`src/sv/epoch_seconds_to_calendar_top_macros.svh`:
```
// Assertion macros shared by the calendar converter RTL.
`ifndef EPOCH_SECONDS_TO_CALENDAR_TOP_MACROS_SVH
`define EPOCH_SECONDS_TO_CALENDAR_TOP_MACROS_SVH

`ifndef ASSERT_OFF

// Same-cycle implication, disabled while reset is high.
`define ECAL_ASSERT_IMP(lbl, clk, rst, ante, cons) \
   lbl: assert property (@(posedge clk) disable iff (rst) (ante) |-> (cons)) \
      else $error("calendar converter assertion failed");

// Next-cycle implication, disabled while reset is high.
`define ECAL_ASSERT_NXT(lbl, clk, rst, ante, cons) \
   lbl: assert property (@(posedge clk) disable iff (rst) (ante) |=> (cons)) \
      else $error("calendar converter assertion failed");

`else

`define ECAL_ASSERT_IMP(lbl, clk, rst, ante, cons)
`define ECAL_ASSERT_NXT(lbl, clk, rst, ante, cons)

`endif

`endif

```
`src/sv/ecal_pkg.sv`:
```
// Types, widths and constants of the epoch-to-calendar converter.
package ecal_pkg;

   // Pipeline depth.
   localparam int NUM_STAGES = 7;

   // Field widths.
   localparam int SECS_W  = 31;
   localparam int ZONE_W  = 4;
   localparam int YEAR_W  = 11;
   localparam int MONTH_W = 4;
   localparam int DAY_W   = 5;
   localparam int HOUR_W  = 5;
   localparam int MIN_W   = 6;
   localparam int SEC_W   = 6;

   // Internal widths.
   localparam int SUM_W  = 32;   // seconds plus zone offset
   localparam int DAYS_W = 15;   // whole days since 1970-01-01
   localparam int SOD_W  = 17;   // second of the day
   localparam int MOD_W  = 11;   // minute of the day
   localparam int Z_W    = 15;   // days since 1968-03-01
   localparam int CYC_W  = 5;    // four-year cycles since 1968-03-01
   localparam int DOC_W  = 11;   // day of the four-year cycle
   localparam int DOY_W  = 9;    // day of the March-based year
   localparam int YOC_W  = 2;    // year of the cycle
   localparam int MP_W   = 4;    // March-based month index

   localparam logic [ZONE_W-1:0] ZONE_RESET = 4'd8;
   localparam logic [SUM_W-1:0] SECS_PER_HOUR = 32'd3600;

   // Day split: 86400 = 2^7 * 675, quotient by 675 from a reciprocal estimate.
   localparam int DAY_LOW_BITS = 7;
   localparam int X_W          = SUM_W - DAY_LOW_BITS;
   localparam int QD_PROD_W    = 2 * X_W;
   localparam int QD_SHIFT     = 34;
   localparam logic [X_W-1:0] RECIP_675 = 25'd25451658;
   localparam logic [X_W-1:0] DIV_675   = 25'd675;
   localparam int REM_W = 11;

   // Divide by 60 with an exact rounded-up reciprocal for values below 2^17.
   localparam int D60_SHIFT = 23;
   localparam int D60_PROD_W = 35;
   localparam logic [D60_PROD_W-1:0] RECIP_60 = 35'd139811;

   // Divide by 1461 (days in four years) with an exact reciprocal.
   localparam int D1461_SHIFT  = 25;
   localparam int D1461_PROD_W = 30;
   localparam logic [D1461_PROD_W-1:0] RECIP_1461 = 30'd22967;
   localparam logic [Z_W-1:0] DAYS_PER_CYCLE = 15'd1461;

   // Days from 1968-03-01 to 1970-01-01, and the base year of that count.
   localparam logic [Z_W-1:0] DAY_BASE_OFFSET = 15'd671;
   localparam logic [YEAR_W-1:0] BASE_YEAR = 11'd1968;
   localparam logic [DOC_W-1:0] DAYS_PER_YEAR = 11'd365;
   localparam logic [DOY_W-1:0] JANUARY_START = 9'd306;

   // Per-stage load enables of the pipeline.
   typedef struct packed {
      logic [NUM_STAGES-1:0] load;
   } ecal_ctl_type;

   // First day of each month in a year that starts on March 1.
   function automatic logic [DOY_W-1:0] month_start(input logic [MP_W-1:0] idx);
      logic [DOY_W-1:0] start;
      unique case (idx)
         4'd0:    start = 9'd0;
         4'd1:    start = 9'd31;
         4'd2:    start = 9'd61;
         4'd3:    start = 9'd92;
         4'd4:    start = 9'd122;
         4'd5:    start = 9'd153;
         4'd6:    start = 9'd184;
         4'd7:    start = 9'd214;
         4'd8:    start = 9'd245;
         4'd9:    start = 9'd275;
         4'd10:   start = 9'd306;
         4'd11:   start = 9'd337;
         default: start = 9'd0;
      endcase
      return start;
   endfunction

endpackage

```
`src/sv/ecal_if.sv`:
```
// Handshake channels of the epoch-to-calendar converter.
interface ecal_req_if;
   import ecal_pkg::*;
   logic                valid;
   logic                ready;
   logic [SECS_W-1:0]   epoch_seconds;
   modport source (output valid, output epoch_seconds, input ready);
   modport sink (input valid, input epoch_seconds, output ready);
endinterface

interface ecal_rsp_if;
   import ecal_pkg::*;
   logic                valid;
   logic                ready;
   logic [YEAR_W-1:0]   year_out;
   logic [MONTH_W-1:0]  month_out;
   logic [DAY_W-1:0]    day_out;
   logic [HOUR_W-1:0]   hour_out;
   logic [MIN_W-1:0]    minute_out;
   logic [SEC_W-1:0]    second_out;
   modport source (output valid, output year_out, output month_out, output day_out,
                   output hour_out, output minute_out, output second_out, input ready);
   modport sink (input valid, input year_out, input month_out, input day_out,
                 input hour_out, input minute_out, input second_out, output ready);
endinterface

interface ecal_csr_if;
   import ecal_pkg::*;
   logic                valid;
   logic                ready;
   logic [ZONE_W-1:0]   zone_offset_hours;
   modport source (output valid, output zone_offset_hours, input ready);
   modport sink (input valid, input zone_offset_hours, output ready);
endinterface

```
`src/sv/ecal_split.sv`:
```
// Stages one to three: zone offset add and split into days and second of day.
module ecal_split (
   input  logic                           clock,
   input  ecal_pkg::ecal_ctl_type         ctl,
   input  logic [ecal_pkg::ZONE_W-1:0]    zone_offset_hours,
   input  logic [ecal_pkg::SECS_W-1:0]    epoch_seconds,
   output logic [ecal_pkg::DAYS_W-1:0]    days,
   output logic [ecal_pkg::SOD_W-1:0]     sod
);
   import ecal_pkg::*;

   logic [SUM_W-1:0]     t1_ff, t1_in;
   logic [SUM_W-1:0]     t2_ff;
   logic [DAYS_W-1:0]    qe2_ff, qe2_in;
   logic [DAYS_W-1:0]    days3_ff, days3_in;
   logic [SOD_W-1:0]     sod3_ff, sod3_in;
   logic [QD_PROD_W-1:0] prod2;
   logic [X_W-1:0]       p3;
   logic [X_W-1:0]       r3;
   logic [REM_W-1:0]     rem3;
   logic [REM_W-1:0]     rem3_fix;

   // Stage one: local seconds.
   always_comb begin
      t1_in = SUM_W'(epoch_seconds) + SUM_W'(zone_offset_hours) * SECS_PER_HOUR;
   end

   // Stage two: quotient estimate by 86400, low by at most one.
   always_comb begin
      prod2  = QD_PROD_W'(t1_ff[SUM_W-1:DAY_LOW_BITS]) * QD_PROD_W'(RECIP_675);
      qe2_in = prod2[QD_SHIFT +: DAYS_W];
   end

   // Stage three: remainder, one correction step, and the second of day.
   always_comb begin
      p3       = X_W'(qe2_ff) * DIV_675;
      r3       = t2_ff[SUM_W-1:DAY_LOW_BITS] - p3;
      rem3     = r3[REM_W-1:0];
      rem3_fix = rem3 - REM_W'(DIV_675);
      if (rem3 >= REM_W'(DIV_675)) begin
         days3_in = qe2_ff + DAYS_W'(1);
         sod3_in  = {rem3_fix[SOD_W-DAY_LOW_BITS-1:0], t2_ff[DAY_LOW_BITS-1:0]};
      end else begin
         days3_in = qe2_ff;
         sod3_in  = {rem3[SOD_W-DAY_LOW_BITS-1:0], t2_ff[DAY_LOW_BITS-1:0]};
      end
   end

   // Stage registers.
   always_ff @(posedge clock) begin
      if (ctl.load[0]) begin
         t1_ff <= t1_in;
      end
      if (ctl.load[1]) begin
         t2_ff  <= t1_ff;
         qe2_ff <= qe2_in;
      end
      if (ctl.load[2]) begin
         days3_ff <= days3_in;
         sod3_ff  <= sod3_in;
      end
   end

   assign days = days3_ff;
   assign sod  = sod3_ff;

endmodule

```
`src/sv/ecal_tod.sv`:
```
// Stages four to seven: hour, minute and second from the second of day.
module ecal_tod (
   input  logic                         clock,
   input  ecal_pkg::ecal_ctl_type       ctl,
   input  logic [ecal_pkg::SOD_W-1:0]   sod,
   output logic [ecal_pkg::HOUR_W-1:0]  hour_out,
   output logic [ecal_pkg::MIN_W-1:0]   minute_out,
   output logic [ecal_pkg::SEC_W-1:0]   second_out
);
   import ecal_pkg::*;

   logic [SOD_W-1:0]      sod4_ff;
   logic [MOD_W-1:0]      mod4_ff, mod4_in;
   logic [MOD_W-1:0]      mod5_ff;
   logic [HOUR_W-1:0]     hour5_ff, hour5_in;
   logic [SEC_W-1:0]      sec5_ff, sec5_in;
   logic [HOUR_W-1:0]     hour6_ff;
   logic [MIN_W-1:0]      min6_ff, min6_in;
   logic [SEC_W-1:0]      sec6_ff;
   logic [HOUR_W-1:0]     hour7_ff;
   logic [MIN_W-1:0]      min7_ff;
   logic [SEC_W-1:0]      sec7_ff;
   logic [D60_PROD_W-1:0] prod4;
   logic [D60_PROD_W-1:0] prod5;
   logic [SOD_W-1:0]      diff5;
   logic [MOD_W-1:0]      diff6;

   // Stage four: minute of the day.
   always_comb begin
      prod4   = D60_PROD_W'(sod) * RECIP_60;
      mod4_in = prod4[D60_SHIFT +: MOD_W];
   end

   // Stage five: second of the minute and hour of the day.
   always_comb begin
      diff5    = sod4_ff - SOD_W'(mod4_ff) * SOD_W'(60);
      sec5_in  = diff5[SEC_W-1:0];
      prod5    = D60_PROD_W'(mod4_ff) * RECIP_60;
      hour5_in = prod5[D60_SHIFT +: HOUR_W];
   end

   // Stage six: minute of the hour.
   always_comb begin
      diff6   = mod5_ff - MOD_W'(hour5_ff) * MOD_W'(60);
      min6_in = diff6[MIN_W-1:0];
   end

   // Stage registers; stage seven lines up with the date path.
   always_ff @(posedge clock) begin
      if (ctl.load[3]) begin
         sod4_ff <= sod;
         mod4_ff <= mod4_in;
      end
      if (ctl.load[4]) begin
         mod5_ff  <= mod4_ff;
         hour5_ff <= hour5_in;
         sec5_ff  <= sec5_in;
      end
      if (ctl.load[5]) begin
         hour6_ff <= hour5_ff;
         min6_ff  <= min6_in;
         sec6_ff  <= sec5_ff;
      end
      if (ctl.load[6]) begin
         hour7_ff <= hour6_ff;
         min7_ff  <= min6_ff;
         sec7_ff  <= sec6_ff;
      end
   end

   assign hour_out   = hour7_ff;
   assign minute_out = min7_ff;
   assign second_out = sec7_ff;

endmodule

```
`src/sv/ecal_date.sv`:
```
// Stages four to seven: Gregorian year, month and day from the day count.
module ecal_date (
   input  logic                          clock,
   input  ecal_pkg::ecal_ctl_type        ctl,
   input  logic [ecal_pkg::DAYS_W-1:0]   days,
   output logic [ecal_pkg::YEAR_W-1:0]   year_out,
   output logic [ecal_pkg::MONTH_W-1:0]  month_out,
   output logic [ecal_pkg::DAY_W-1:0]    day_out
);
   import ecal_pkg::*;

   logic [Z_W-1:0]          z4_in, z4_ff;
   logic [CYC_W-1:0]        cyc4_ff, cyc4_in;
   logic [CYC_W-1:0]        cyc5_ff;
   logic [DOC_W-1:0]        doc5_ff, doc5_in;
   logic [CYC_W-1:0]        cyc6_ff;
   logic [YOC_W-1:0]        yoc6_ff, yoc6_in;
   logic [DOY_W-1:0]        doy6_ff, doy6_in;
   logic [YEAR_W-1:0]       year7_ff, year7_in;
   logic [MONTH_W-1:0]      month7_ff, month7_in;
   logic [DAY_W-1:0]        day7_ff, day7_in;
   logic [D1461_PROD_W-1:0] prod4;
   logic [Z_W-1:0]          diff5;
   logic [DOC_W-1:0]        diff6;
   logic [DOY_W-1:0]        dom7;
   logic [MP_W-1:0]         mp7;

   // Stage four: days since 1968-03-01 and the four-year cycle count.
   // The plain four-year rule holds over this range since 2000 is a leap year.
   always_comb begin
      z4_in   = days + DAY_BASE_OFFSET;
      prod4   = D1461_PROD_W'(z4_in) * RECIP_1461;
      cyc4_in = prod4[D1461_SHIFT +: CYC_W];
   end

   // Stage five: day of the cycle.
   always_comb begin
      diff5   = z4_ff - Z_W'(cyc4_ff) * DAYS_PER_CYCLE;
      doc5_in = diff5[DOC_W-1:0];
   end

   // Stage six: year of the cycle; the leap day closes the fourth year.
   always_comb begin
      yoc6_in = YOC_W'(doc5_ff >= DAYS_PER_YEAR)
              + YOC_W'(doc5_ff >= DOC_W'(730))
              + YOC_W'(doc5_ff >= DOC_W'(1095));
      diff6   = doc5_ff - DOC_W'(yoc6_in) * DAYS_PER_YEAR;
      doy6_in = diff6[DOY_W-1:0];
   end

   // Stage seven: month search over the month starts, then day and year.
   always_comb begin
      mp7 = '0;
      for (int i = 1; i < 12; i++) begin
         if (doy6_ff >= month_start(MP_W'(i))) begin
            mp7 = MP_W'(i);
         end
      end
      dom7    = doy6_ff - month_start(mp7) + DOY_W'(1);
      day7_in = dom7[DAY_W-1:0];
      if (mp7 < MP_W'(10)) begin
         month7_in = mp7 + MONTH_W'(3);
      end else begin
         month7_in = mp7 - MONTH_W'(9);
      end
      year7_in = BASE_YEAR + YEAR_W'({cyc6_ff, 2'b00})
               + YEAR_W'(yoc6_ff) + YEAR_W'(doy6_ff >= JANUARY_START);
   end

   // Stage registers.
   always_ff @(posedge clock) begin
      if (ctl.load[3]) begin
         z4_ff   <= z4_in;
         cyc4_ff <= cyc4_in;
      end
      if (ctl.load[4]) begin
         cyc5_ff <= cyc4_ff;
         doc5_ff <= doc5_in;
      end
      if (ctl.load[5]) begin
         cyc6_ff <= cyc5_ff;
         yoc6_ff <= yoc6_in;
         doy6_ff <= doy6_in;
      end
      if (ctl.load[6]) begin
         year7_ff  <= year7_in;
         month7_ff <= month7_in;
         day7_ff   <= day7_in;
      end
   end

   assign year_out  = year7_ff;
   assign month_out = month7_ff;
   assign day_out   = day7_ff;

endmodule

```
`src/sv/epoch_seconds_to_calendar_top.sv`:
```
// Throughput: one transaction per cycle while the response side is ready; each of
// the seven stages holds its own valid bit and refills as soon as it is empty or its successor moves on.
// Reset clears every stage valid bit and sets the zone offset to 8 hours.
// The configuration port is always ready, and a write takes effect in the cycle after it is presented.
module epoch_seconds_to_calendar_top (
   input  logic        clock,
   input  logic        reset,
   ecal_req_if.sink    req_bus,
   ecal_rsp_if.source  rsp_bus,
   ecal_csr_if.sink    csr_bus
);
   import ecal_pkg::*;

`include "epoch_seconds_to_calendar_top_macros.svh"

   logic [ZONE_W-1:0]     zone_ff, zone_in;
   logic [NUM_STAGES-1:0] valid_ff, valid_in;
   ecal_ctl_type          ctl;
   logic [DAYS_W-1:0]     days;
   logic [SOD_W-1:0]      sod;
   logic                  tod_ok;
   logic                  date_ok;
   logic                  year_ok;

   // Zone offset register.
   assign csr_bus.ready = 1'b1;

   always_comb begin
      zone_in = zone_ff;
      if (csr_bus.valid) begin
         zone_in = csr_bus.zone_offset_hours;
      end
   end

   // A stage loads when it is empty or its contents move on.
   always_comb begin
      ctl.load[NUM_STAGES-1] = !valid_ff[NUM_STAGES-1] || rsp_bus.ready;
      for (int k = NUM_STAGES - 2; k >= 0; k--) begin
         ctl.load[k] = !valid_ff[k] || ctl.load[k+1];
      end
   end

   // Valid bits travel with the data.
   always_comb begin
      valid_in = valid_ff;
      if (ctl.load[0]) begin
         valid_in[0] = req_bus.valid;
      end
      for (int k = 1; k < NUM_STAGES; k++) begin
         if (ctl.load[k]) begin
            valid_in[k] = valid_ff[k-1];
         end
      end
   end

   always_ff @(posedge clock) begin
      if (reset) begin
         zone_ff  <= ZONE_RESET;
         valid_ff <= '0;
      end else begin
         zone_ff  <= zone_in;
         valid_ff <= valid_in;
      end
   end

   assign req_bus.ready = ctl.load[0];
   assign rsp_bus.valid = valid_ff[NUM_STAGES-1];

   // Day split.
   ecal_split u_split (
      .clock             (clock),
      .ctl               (ctl),
      .zone_offset_hours (zone_ff),
      .epoch_seconds     (req_bus.epoch_seconds),
      .days              (days),
      .sod               (sod)
   );

   // Time of day.
   ecal_tod u_tod (
      .clock      (clock),
      .ctl        (ctl),
      .sod        (sod),
      .hour_out   (rsp_bus.hour_out),
      .minute_out (rsp_bus.minute_out),
      .second_out (rsp_bus.second_out)
   );

   // Calendar date.
   ecal_date u_date (
      .clock     (clock),
      .ctl       (ctl),
      .days      (days),
      .year_out  (rsp_bus.year_out),
      .month_out (rsp_bus.month_out),
      .day_out   (rsp_bus.day_out)
   );

   // Range conditions on the response fields.
   assign tod_ok  = (rsp_bus.hour_out < 5'd24) && (rsp_bus.minute_out < 6'd60)
                 && (rsp_bus.second_out < 6'd60);
   assign date_ok = (rsp_bus.month_out >= 4'd1) && (rsp_bus.month_out <= 4'd12)
                 && (rsp_bus.day_out >= 5'd1);
   assign year_ok = (rsp_bus.year_out >= 11'd1970) && (rsp_bus.year_out <= 11'd2038);

   // Result fields stay in their ranges, and a write lands in the zone register.
   `ECAL_ASSERT_IMP(a_tod_range, clock, reset, rsp_bus.valid, tod_ok)
   `ECAL_ASSERT_IMP(a_date_range, clock, reset, rsp_bus.valid, date_ok)
   `ECAL_ASSERT_IMP(a_year_range, clock, reset, rsp_bus.valid, year_ok)
   `ECAL_ASSERT_NXT(a_zone_write, clock, reset, csr_bus.valid && csr_bus.ready, zone_ff == $past(csr_bus.zone_offset_hours))

endmodule
```
`src/flat_wrapper.sv`:
```
// flat-port wrapper written by rule: the top's interface ports become plain ports
module epoch_seconds_to_calendar_top_flat import ecal_pkg::*;
  (clock, reset, req_bus_valid, req_bus_epoch_seconds, req_bus_ready, rsp_bus_valid, rsp_bus_year_out, rsp_bus_month_out, rsp_bus_day_out, rsp_bus_hour_out, rsp_bus_minute_out, rsp_bus_second_out, rsp_bus_ready, csr_bus_valid, csr_bus_zone_offset_hours, csr_bus_ready);
  ecal_req_if req_bus_i ();
  ecal_rsp_if rsp_bus_i ();
  ecal_csr_if csr_bus_i ();
  input  logic clock;
  input  logic reset;
  input wire logic [$bits(req_bus_i.valid)-1:0] req_bus_valid;
  input wire logic [$bits(req_bus_i.epoch_seconds)-1:0] req_bus_epoch_seconds;
  output wire logic [$bits(req_bus_i.ready)-1:0] req_bus_ready;
  output wire logic [$bits(rsp_bus_i.valid)-1:0] rsp_bus_valid;
  output wire logic [$bits(rsp_bus_i.year_out)-1:0] rsp_bus_year_out;
  output wire logic [$bits(rsp_bus_i.month_out)-1:0] rsp_bus_month_out;
  output wire logic [$bits(rsp_bus_i.day_out)-1:0] rsp_bus_day_out;
  output wire logic [$bits(rsp_bus_i.hour_out)-1:0] rsp_bus_hour_out;
  output wire logic [$bits(rsp_bus_i.minute_out)-1:0] rsp_bus_minute_out;
  output wire logic [$bits(rsp_bus_i.second_out)-1:0] rsp_bus_second_out;
  input wire logic [$bits(rsp_bus_i.ready)-1:0] rsp_bus_ready;
  input wire logic [$bits(csr_bus_i.valid)-1:0] csr_bus_valid;
  input wire logic [$bits(csr_bus_i.zone_offset_hours)-1:0] csr_bus_zone_offset_hours;
  output wire logic [$bits(csr_bus_i.ready)-1:0] csr_bus_ready;
  assign req_bus_i.valid = req_bus_valid;
  assign req_bus_i.epoch_seconds = req_bus_epoch_seconds;
  assign req_bus_ready = req_bus_i.ready;
  assign rsp_bus_valid = rsp_bus_i.valid;
  assign rsp_bus_year_out = rsp_bus_i.year_out;
  assign rsp_bus_month_out = rsp_bus_i.month_out;
  assign rsp_bus_day_out = rsp_bus_i.day_out;
  assign rsp_bus_hour_out = rsp_bus_i.hour_out;
  assign rsp_bus_minute_out = rsp_bus_i.minute_out;
  assign rsp_bus_second_out = rsp_bus_i.second_out;
  assign rsp_bus_i.ready = rsp_bus_ready;
  assign csr_bus_i.valid = csr_bus_valid;
  assign csr_bus_i.zone_offset_hours = csr_bus_zone_offset_hours;
  assign csr_bus_ready = csr_bus_i.ready;
  epoch_seconds_to_calendar_top u_core (.clock(clock), .reset(reset), .req_bus(req_bus_i), .rsp_bus(rsp_bus_i), .csr_bus(csr_bus_i));
endmodule
```
`config.mk`:
```
export PLATFORM = sky130hd
export DESIGN_NAME = epoch_seconds_to_calendar_top_flat
export DESIGN_NICKNAME = d
export VERILOG_FILES = /design/src/sv/ecal_pkg.sv /design/src/sv/ecal_if.sv /design/src/sv/ecal_split.sv /design/src/sv/ecal_tod.sv /design/src/sv/ecal_date.sv /design/src/sv/epoch_seconds_to_calendar_top.sv /design/src/flat_wrapper.sv
export VERILOG_INCLUDE_DIRS = /design/src /design/src/sv
export SDC_FILE = /design/constraint.sdc
export NUM_CORES = 1
export LEC_CHECK = 0
export ABC_AREA = 1
export BUFFER_PORTS_ARGS = -buffer_cell sky130_fd_sc_hd__clkbuf_2
export CAP_MARGIN = 30
export CORE_UTILIZATION = 40
export CTS_CLUSTER_SIZE = 16
export DETAILED_ROUTE_END_ITERATION = 6
export GPL_TIMING_DRIVEN = 0
export SYNTH_ARGS = -nofsm -noshare
export SYNTH_HDL_FRONTEND = slang
export SYNTH_HIERARCHICAL = 1
export SYNTH_SLANG_ARGS = --single-unit
```
`constraint.sdc`:
```
create_clock -name clock -period 8.9 [get_ports clock]
set_input_delay 1.78 -clock clock [delete_from_list [all_inputs] [get_ports clock]]
set_output_delay 1.78 -clock clock [all_outputs]
set_load 0.1 [all_outputs]
```
==> summary.md, run 1 <==
| Metric | Value |
|---|---|
| Sequential fraction of the synthesis area | `0.211` |
| Crit path launch | `u_core/u_split/days[0]$_DFFE_PP_` |
| R2r startpoint | `u_core/u_split/days[0]$_DFFE_PP_` |
| Hold Crit Start | `u_core/u_split/t2_ff[1]$_DFFE_PP_` |
| Final antenna-violating net count | `0` |
| Area occupied by multi-input gates | `0.0234 mm^2` |
| Number of global-route vias before repair | `24300` |
| Total wire length | `70.0 mm` |
| Port Buffers | `77` |
| Max Cap Viol | `0` |
| Final setup viols | `0` |
| Worst Setup EP | `u_core/u_date/cyc4_ff[4]$_DFFE_PP_` |
| Final WS setup | `1350 ps` |
| Worst path depth | `32` |
| Ant diodes | `0` |
| Drt pass-1 iters | `5` |
| Max FO, Critical Path | `7` |
| Reg2reg end | `u_core/u_date/cyc4_ff[4]$_DFFE_PP_` |
| # hold bufs at CTS | `0` |
| Critical path class | `reg -> reg` |
| Tcrit/Tclk final | `0.848` |
| Max Slew Vio Count | `0` |
| Async set or reset register ratio after synthesis | `0` |
| Post-layout min period | `7550 ps` |
| Outcome | `finished clean` |
| Root Buffer | `clkbuf_16` |
| First-pass GRT wire length | `roughly 120 mm` |
| Cts bufs inserted | `29` |
| Cell Area, Synth | `0.0343 mm^2` |
| FMAX | `between 100 and 150 MHz` |
| HP Class | `reg -> reg` |
| RSZ-0062 raised after global routing | `false` |
| Layout cells sized above 1 | `0.0549` |
| Die W | `295 um` |
| Die H | `295 um` |
| Family with the most delay on the worst path | `adder cells` |
| Crit. End Element | `flip-flop` |
| CP required | `9220 ps` |
| Post-synth top flop | `edfxtp_1` |
| Setup bufs post-CTS | `0` |
| GPL Wtd Cong | `roughly 0.91` |
| Register area | `0.00722 mm^2` |
| Sink Count | `approximately 240` |
| R2R depth | `32` |
| CP bufs+invs | `7` |
| Critical path's most frequent cell | `fa_1` |
| Most frequent cells after synthesis | `inv_1 (931), ha_1 (716), nand2_1 (619)` |
| Worst-Margin Slew | `993 ps` |
| CTS resizes | `0` |
| Die ar. | `0.0869 mm^2` |
| Max stage delay on crit path | `around 550 ps` |
| Top-count cell post-synth | `inv_1` |
| DRC | `0` |
| Row count | `between 100 and 150` |
| Final setup TNS | `0 ps` |
| Dpl hpwl | `60.1 mm` |
| Area growth from synthesis to layout | `8.45%` |
| Total track usage | `0.168` |
| DP Worst Slack | `1320 ps` |
| Initial Utilization | `0.407` |
| Post-Syn Nets | `4903` |
| Number of synthesized flops with an enable pin | `233` |
| Post-synthesis cell type with the largest combined area | `ha_1` |
| WP data arrival | `7870 ps` |
| Final #Nets | `5016` |
| H-Tree Depth | `1` |
| Max-slew headroom | `0.338` |
| Worst Setup Start Kind | `flip-flop` |
| CTS max path bufs | `3` |
| CP max stage cell | `fa_1` |
| Via count | `about 24000` |
| Main area contributors after synthesis | `ha_1 (26%), edfxtp_1 (20%), fa_1 (19%)` |
| GR Overflow Total | `0` |
| Largest net degree at the start of global routing | `36` |
| DR iter-0 viols | `just over 1000` |
| Clock slew at reported path FFs | `80 ps` |
| Avg Cell Area, Syn | `8.98 um^2` |
| Reg2reg setup slack | `roughly 1300 ps` |
| Cell variety after synth | `62` |
| # IOs | `80` |
| Routed WL per cell | `13.8 um` |
| Clock skew | `29.6 ps` |
| Hold Fails Final Rpt | `0` |
| Core area | `between 0.08 and 0.09 mm^2` |
| Yosys reg bits | `244` |
| TritonCTS clock tree | `done` |
| Clk_lat worst skew | `610 ps` |
| Yosys top cell area share | `0.261` |
| Synth Warn # | `6` |
| Initial antenna violation count | `0` |
| Vias per inst | `4.72` |
| Number of fillers in the final layout | `8218` |
| Post-synthesis instance total | `around 3800` |
how the worst min path moves through the flow:
stage	end	slack [ps]	cells after the start
2_1_floorplan	u_core/u_date/cyc6_ff[0]$_DFFE_PP_	400	0
3_3_place_gp	u_core/u_tod/minute_out[5]$_DFFE_PP_	400	0
3_5_place_dp	u_core/u_date/cyc6_ff[4]$_DFFE_PP_	400	0
4_1_cts	u_core/u_split/sod[1]$_DFFE_PP_	410	0
5_1_grt	u_core/u_split/t2_ff[0]$_DFFE_PP_	420	0
6_report	u_core/u_split/sod[1]$_DFFE_PP_	410	0
final cells by class:
cell class | count | share of cell area
tap | 1134 | 0.0382
clock inverter | 25 | 0.00673
multi-input combinational | 2618 | 0.631
clock buffer | 29 | 0.0195
inverter | 942 | 0.0951
sequential | 244 | 0.194
buffer | 12 | 0.00219
timing repair buffer | 82 | 0.0134
through the flow:
stage	util	std cells	hold slack [ps]	cell area (um^2)
after global routing	0.441	5086	420	37200
after CTS	0.441	5086	412	37200
final	0.441	5086	408	37200
after floorplan	-	3816	400	34300
after detailed placement	0.430	5032	405	36200
after global placement	0.428	5027	400	36100
layout by cell type (no fill, tap or decap), drive strengths merged, types with 9 or more instances in the layout:
cell	instances
buf	13
xor2	90
nand4	29
fa	331
clkbuf	110
nor4	13
nor3	32
a31oi	15
xnor2	54
a21oi	158
dfxtp	11
nand2	642
edfxtp	233
inv	946
clkinv	13
nand3	145
a21o	9
o21bai	22
ha	716
o21ai	92
nor2	224
layer usage:
layer,vias up,GRT usage,routed length [um]
met2,283,0.296,33500
met5,-,0,0
met3,72,0.0182,1950
met4,0,0.0310,1270
met1,11300,0.223,33200
li1,12400,-,-
cells by family (layout without fill, tap and decap cells):
| kind of cell | count (synthesis) | count (layout) | synth area share |
|---|---|---|---|
| compound gates | 325 | 325 | 0.0538 |
| xor+xnor | 144 | 144 | 0.0380 |
| fa+ha+maj | 1047 | 1047 | 0.455 |
| buf+inv | 954 | 1090 | 0.106 |
| flops | 244 | 244 | 0.211 |
| other cells | 1 | 1 | 0.000109 |
| simple gates | 1101 | 1101 | 0.137 |
registers in the layout, indices dropped and copies added (netlist names), 7 cells and up:
register                flops
u_core/u_date/doy6_ff       9
u_core/u_split/sod         17
u_core/u_split/t1_ff       32
u_core/u_split/t2_ff       18
u_core/u_date/year_out     11
u_core/u_date/doc5_ff      11
u_core/u_split/qe2_ff      15
u_core/valid_ff             7
u_core/u_split/days        15
u_core/u_date/z4_ff        11
u_core/u_tod/mod4_ff       11
Power of run 1 is left out: the tool's default activity adds up to more than one toggle a clock period on the data nets, which glitch-free logic cannot reach.
==> run 2: changes to the inputs <==
Clock period 8.9 ns to 7.1 ns, I/O delays scaled along.
==> run 2 against run 1 <==
Effect of this change: clock-buffer cell count unchanged; cell count increased by 0.29%; via count increased by 0.42%; critical path depth unchanged; first-iteration DRC count decreased by 7.8%; global-route usage about the same; hold slack improved by 2.4 ps; sequential share of layout area decreased by 0.14 points; non-clock buffer count increased by 15.
==> summary.md, run 2 (synthesis gave the netlist of run 1 again) <==
| Metric | Value |
|---|---|
| Outcome | `finished clean` |
| HP Class | `reg -> reg` |
| R2R depth | `32 (unchanged)` |
| GRT busiest layer | `met2` |
| Sink Count | `244 (unchanged)` |
| Cts bufs inserted | `29 (unchanged)` |
| Worst path depth | `32 (unchanged)` |
| RSZ-0062 raised after global routing | `false` |
| Crit. End Element | `flip-flop` |
| Largest net degree at the start of global routing | `36 (unchanged)` |
| Max Slew Vio Count | `0 (unchanged)` |
| Area growth from synthesis to layout | `9.24%` |
| Clock slew at reported path FFs | `70 ps (about the same)` |
| Die H | `295 um (unchanged)` |
| Post-route cell area | `0.0374 mm^2 (+0.73%)` |
| GPL Wtd Cong | `0.905 (unchanged)` |
| Row count | `106 (unchanged)` |
| Post-layout min period | `6700 ps (-853 ps)` |
| DRC | `0 (unchanged)` |
| Max FO, Critical Path | `5 (-2)` |
| Critical path class | `reg -> reg` |
| CTS max path bufs | `3 (unchanged)` |
| Drt pass-1 iters | `5 (unchanged)` |
| Total track usage | `0.169 (+0.000240)` |
| Met2 global-route usage | `0.297 (+0.000516)` |
| Max reg flops | `32 (unchanged)` |
| Vias per inst | `4.72 (+0.12%)` |
| Hold Fails Final Rpt | `0 (unchanged)` |
| Worst-Margin Slew | `988 ps (-5.58 ps)` |
| DR iter-0 viols | `949 (-7.8%)` |
| First-pass GRT wire length | `119 mm (+0.15%)` |
| Family with the most delay on the worst path | `adder cells` |
| Reg2reg setup slack | `400 ps (-950 ps)` |
| Max-slew headroom | `0.342 (+0.00372)` |
| Worst Setup Start Kind | `flip-flop` |
| Clock skew | `25.9 ps (-3.69 ps)` |
| Via count | `24100 (+0.42%)` |
| Number of global-route vias before repair | `24300 (+0.12%)` |
| H-Tree Depth | `1 (unchanged)` |
| Largest reg by FF count | `u_core/u_split/t1_ff` |
| Die W | `295 um (unchanged)` |
| Final #Nets | `5031 (+0.30%)` |
| CP required | `7440 ps (-1780 ps)` |
| Tcrit/Tclk final | `0.943 (+0.0950)` |
| Layout cells sized above 1 | `0.0630 (+0.00811)` |
| Met3 Use GR | `0.0182 (unchanged)` |
| Clk_lat worst skew | `600 ps (about the same)` |
| Max stage delay on crit path | `530 ps (-20 ps)` |
| Fin util | `0.445 (+0.00322)` |
| Initial Utilization | `0.407 (unchanged)` |
| Most common cell after layout, fill and taps aside | `inv_1` |
| FMAX | `149 MHz (+13%)` |
| Commonest cells after routing, fill and taps aside | `inv_1 (928), ha_1 (712), nand2_1 (614)` |
| Final setup TNS | `0 ps (unchanged)` |
| Ant diodes | `0 (unchanged)` |
| WHS Path Cells | `0 (unchanged)` |
| Routed WL per cell | `13.8 um (+0.27%)` |
| Dpl hpwl | `60.1 mm (unchanged)` |
| # hold bufs at CTS | `0 (unchanged)` |
| # IOs | `80 (unchanged)` |
| Cell Area, Placed | `0.0362 mm^2 (unchanged)` |
| Initial antenna violation count | `0 (unchanged)` |
| Hold_ws | `410 ps (+2.36 ps)` |
| Total wire length | `70.4 mm (+0.57%)` |
| Final antenna-violating net count | `0 (unchanged)` |
| Core area | `0.0842 mm^2 (unchanged)` |
| Root Buffer | `clkbuf_16` |
| Port Buffers | `77 (unchanged)` |
| GR Overflow Total | `0 (unchanged)` |
| Die ar. | `0.0869 mm^2 (unchanged)` |
| Final setup viols | `0 (unchanged)` |
| TritonCTS clock tree | `done` |
| WP data arrival | `7030 ps (-840 ps)` |
| Critical path's most frequent cell | `fa_1` |
| CP max stage cell | `fa_1` |
| Max Cap Viol | `0 (unchanged)` |
| Met1 Resource Use GR | `0.224 (+0.000283)` |
| CP bufs+invs | `6 (-1)` |
[run 2: cell types whose count changed in the layout (fill, tap and decap cells not counted), moves of 2 or more]
cell     delta
inv_1       -3
xor2_4      +2
ha_1        -4
nand2_1     -4
ha_4        +4
xor2_1      -3
buf_4      +15
nand2_4     +2
nand2_2     +2
[run 2: worst paths after layout]
check | start | endpoint
setup / recovery | u_core/u_split/days[0]$_DFFE_PP_ | u_core/u_date/cyc4_ff[4]$_DFFE_PP_
hold / removal | u_core/u_split/t2_ff[1]$_DFFE_PP_ | u_core/u_split/sod[1]$_DFFE_PP_
setup reg to reg | u_core/u_split/days[0]$_DFFE_PP_ | u_core/u_date/cyc4_ff[4]$_DFFE_PP_
hold reg to reg | u_core/u_split/t2_ff[1]$_DFFE_PP_ | u_core/u_split/sod[1]$_DFFE_PP_
[run 2: layout make-up]
type | instances | area [um^2]
Fill cell | 8184 | 46800
Multi-Input combinational cell | 2618 | 23600
Sequential cell | 244 | 7220
Inverter | 942 | 3550
Tap cell | 1134 | 1420
Clock buffer | 29 | 726
Timing Repair Buffer | 97 | 612
Clock inverter | 25 | 250
Buffer | 12 | 81.3
[run 2: metrics by stage]
stage	setup WS, ps	std cells
CTS	43.7	5088
global route	0.545	5101
floorplan	435	3816
global placement	-802	5027
finish	402	5101
detailed placement	-479	5032
[run 2: worst reg2reg max path, delay by kind of cell (launching register included)]
family          cells  cell delay (ps)
compound gates      3              690
fa+ha+maj           8             3430
flops               1              420
simple gates       14             1260
xor+xnor            1              230
buf+inv             6              420
[run 2: repair_timing]
| action | 4_1_cts | 5_1_grt |
|---|---|---|
| setup endpoints to repair | 5 | 4 |
| gates resized for setup | 10 | 20 |
| buffers inserted | 2 | 13 |
| pin swaps | 0 | 13 |
[run 2: routing by layer]
metal,up-vias,wire length (um)
li1,12400,-
met1,11300,33200
met2,308,33800
met3,75,2070
met4,0,1310
met5,-,0
Power of run 2 is left out for the same reason.
==> run 3: changes to the inputs <==
Settings changed: CORE_UTILIZATION 40 to 35.
==> run 3 against run 2 <==
Effect of this change: the run now ends with design-rule violations left; hold slack improved by 4.2 ps; final area rose by 0.44%; fmax fell by 0.73%; flip-flop and latch count did not move; global-route usage fell by 1.9 points; first-iteration DRC count rose by 0.11%; clock skew rose by 1.6 ps; sequential share of layout area fell by 0.084 points; critical path depth rose by 1; die area rose by 14%; setup slack got worse by 49 ps.
==> summary.md, run 3 (synthesis gave the netlist of run 1 again) <==
| Metric | Value |
|---|---|
| DRC | `20 (+20)` |
| Max reg flops | `32 (unchanged)` |
| Critical path class | `reg -> reg` |
| GR Overflow Total | `0 (unchanged)` |
| Outcome | `complete, but fails checks` |
| Max Cap Viol | `0 (unchanged)` |
| Worst-Margin Slew | `971 ps (-16.6 ps)` |
| Cts bufs inserted | `31 (+6.9%)` |
| Clock skew | `27.6 ps (+1.63 ps)` |
| Clk_lat worst skew | `620 ps (+20 ps)` |
| Largest net degree at the start of global routing | `36 (unchanged)` |
| Cell Area, Placed | `0.0364 mm^2 (+0.58%)` |
| Most common cell after layout, fill and taps aside | `inv_1` |
| Row count | `114 (+7.5%)` |
| FMAX | `148 MHz (-0.73%)` |
| Root Buffer | `clkbuf_16` |
| DR iter-0 viols | `950 (+0.11%)` |
| Max FO, Critical Path | `7 (+2)` |
| # hold bufs at CTS | `0 (unchanged)` |
| CP required | `7460 ps (+20 ps)` |
| Initial antenna violation count | `1 (+1)` |
| Area growth from synthesis to layout | `9.72%` |
| Max stage delay on crit path | `560 ps (+30 ps)` |
| Failing checks | `design-rule violations` |
| Final WS setup | `353 ps (-49.1 ps)` |
| Total track usage | `0.150 (-0.0190)` |
| Hold Fails Final Rpt | `0 (unchanged)` |
| Post-layout min period | `6750 ps (+49.1 ps)` |
| Final #Nets | `5026 (-0.099%)` |
| Dpl hpwl | `61.4 mm (+2.1%)` |
| Vias per inst | `4.62 (-2.3%)` |
| R2R depth | `33 (+3.1%)` |
| # IOs | `80 (unchanged)` |
| Routed WL per cell | `13.6 um (-1.2%)` |
| HP Class | `reg -> reg` |
| Clock slew at reported path FFs | `70 ps (about the same)` |
| Reg2reg setup slack | `350 ps (-50 ps)` |
| Tcrit/Tclk final | `0.950 (+0.00692)` |
| Post-route cell area | `0.0376 mm^2 (+0.44%)` |
| RSZ-0062 raised after global routing | `true` |
| Initial Utilization | `0.354 (-0.0531)` |
| Commonest cells after routing, fill and taps aside | `inv_1 (928), ha_1 (715), nand2_1 (618)` |
| Via count | `24200 (+0.37%)` |
| Port Buffers | `77 (unchanged)` |
| Number of global-route vias before repair | `25000 (+2.6%)` |
| Core area | `0.0969 mm^2 (+15%)` |
| H-Tree Depth | `1 (unchanged)` |
| Die H | `315 um (+6.9%)` |
| Die W | `315 um (+6.9%)` |
| Final antenna-violating net count | `0 (unchanged)` |
| DP Worst Slack | `-359 ps (+119 ps)` |
| Max Slew Vio Count | `0 (unchanged)` |
| CTS max path bufs | `3 (unchanged)` |
| Max-slew headroom | `0.353 (+0.0111)` |
| Die ar. | `0.0992 mm^2 (+14%)` |
| Sink Count | `244 (unchanged)` |
| Crit. End Element | `flip-flop` |
| TritonCTS clock tree | `done` |
| Drt pass-1 iters | `7 (+2)` |
| Total wire length | `71.4 mm (+1.4%)` |
| Largest reg by FF count | `u_core/u_split/t1_ff` |
| WP data arrival | `7110 ps (+80 ps)` |
| Ant diodes | `0 (unchanged)` |
| First-pass GRT wire length | `121 mm (+1.5%)` |
| Critical path's most frequent cell | `nand2_1` |
| Fin util | `0.388 (-0.0563)` |
| CP max stage cell | `fa_1` |
| Worst Setup Start Kind | `flip-flop` |
| GPL Wtd Cong | `0.924 (+2.1%)` |
| Final setup viols | `0 (unchanged)` |
| WHS Path Cells | `0 (unchanged)` |
| Layout cells sized above 1 | `0.0593 (-0.00371)` |
## run 3: layer usage
metal  wire length, um  track usage  vias up
li1                  -            -    12400
met1             32800        0.188    11400
met2             34500        0.268      300
met3              2440       0.0207       85
met4              1710       0.0353        2
met5                13            0        -
## run 3: layout make-up
class                      instances  area, um^2
tap                             1276        1600
fill                            9739       59200
clock inverter                    22         263
sequential                       244        7220
multi-input combinational       2618       23500
clock buffer                      34         787
inverter                         942        3540
timing repair buffer              90         596
buffer                            12        81.3
## run 3: stage by stage
step	setup TNS, ps	hold slack, ps	cells
floorplan	0	400	3816
global placement	-2350	402	5169
detailed placement	-777	405	5176
CTS	0	410	5233
global route	-63.9	419	5238
finish	0	414	5238
## run 3: path summary, 6_finish.rpt
| check | from | to |
|---|---|---|
| min reg2reg | u_core/u_split/t2_ff[1]$_DFFE_PP_ | u_core/u_split/sod[1]$_DFFE_PP_ |
| min | u_core/u_split/t2_ff[1]$_DFFE_PP_ | u_core/u_split/sod[1]$_DFFE_PP_ |
| max | u_core/u_split/days[0]$_DFFE_PP_ | u_core/u_date/cyc4_ff[4]$_DFFE_PP_ |
| max reg2reg | u_core/u_split/days[0]$_DFFE_PP_ | u_core/u_date/cyc4_ff[4]$_DFFE_PP_ |
## run 3: worst max-delay path, delay by kind of cell, from the launching register on
kind / cells / cell delay, ps
AOI/OAI and AO/OA: 4 / 850
xor gates and xnor gates: 1 / 130
adders and majority gates: 7 / 3400
buffers and inverters: 7 / 570
DFF: 1 / 410
and+or+nand+nor: 14 / 1120
## run 3: what timing repair did
action | in CTS | in global routing
setup buffers | 1 | 4
pin swaps | 0 | 1
endpoints found under the hold margin | 0 | 0
endpoints found under the setup margin | 4 | 5
resized for setup | 9 | 9
cloned | 0 | 0
Power of run 3 is left out for the same reason.
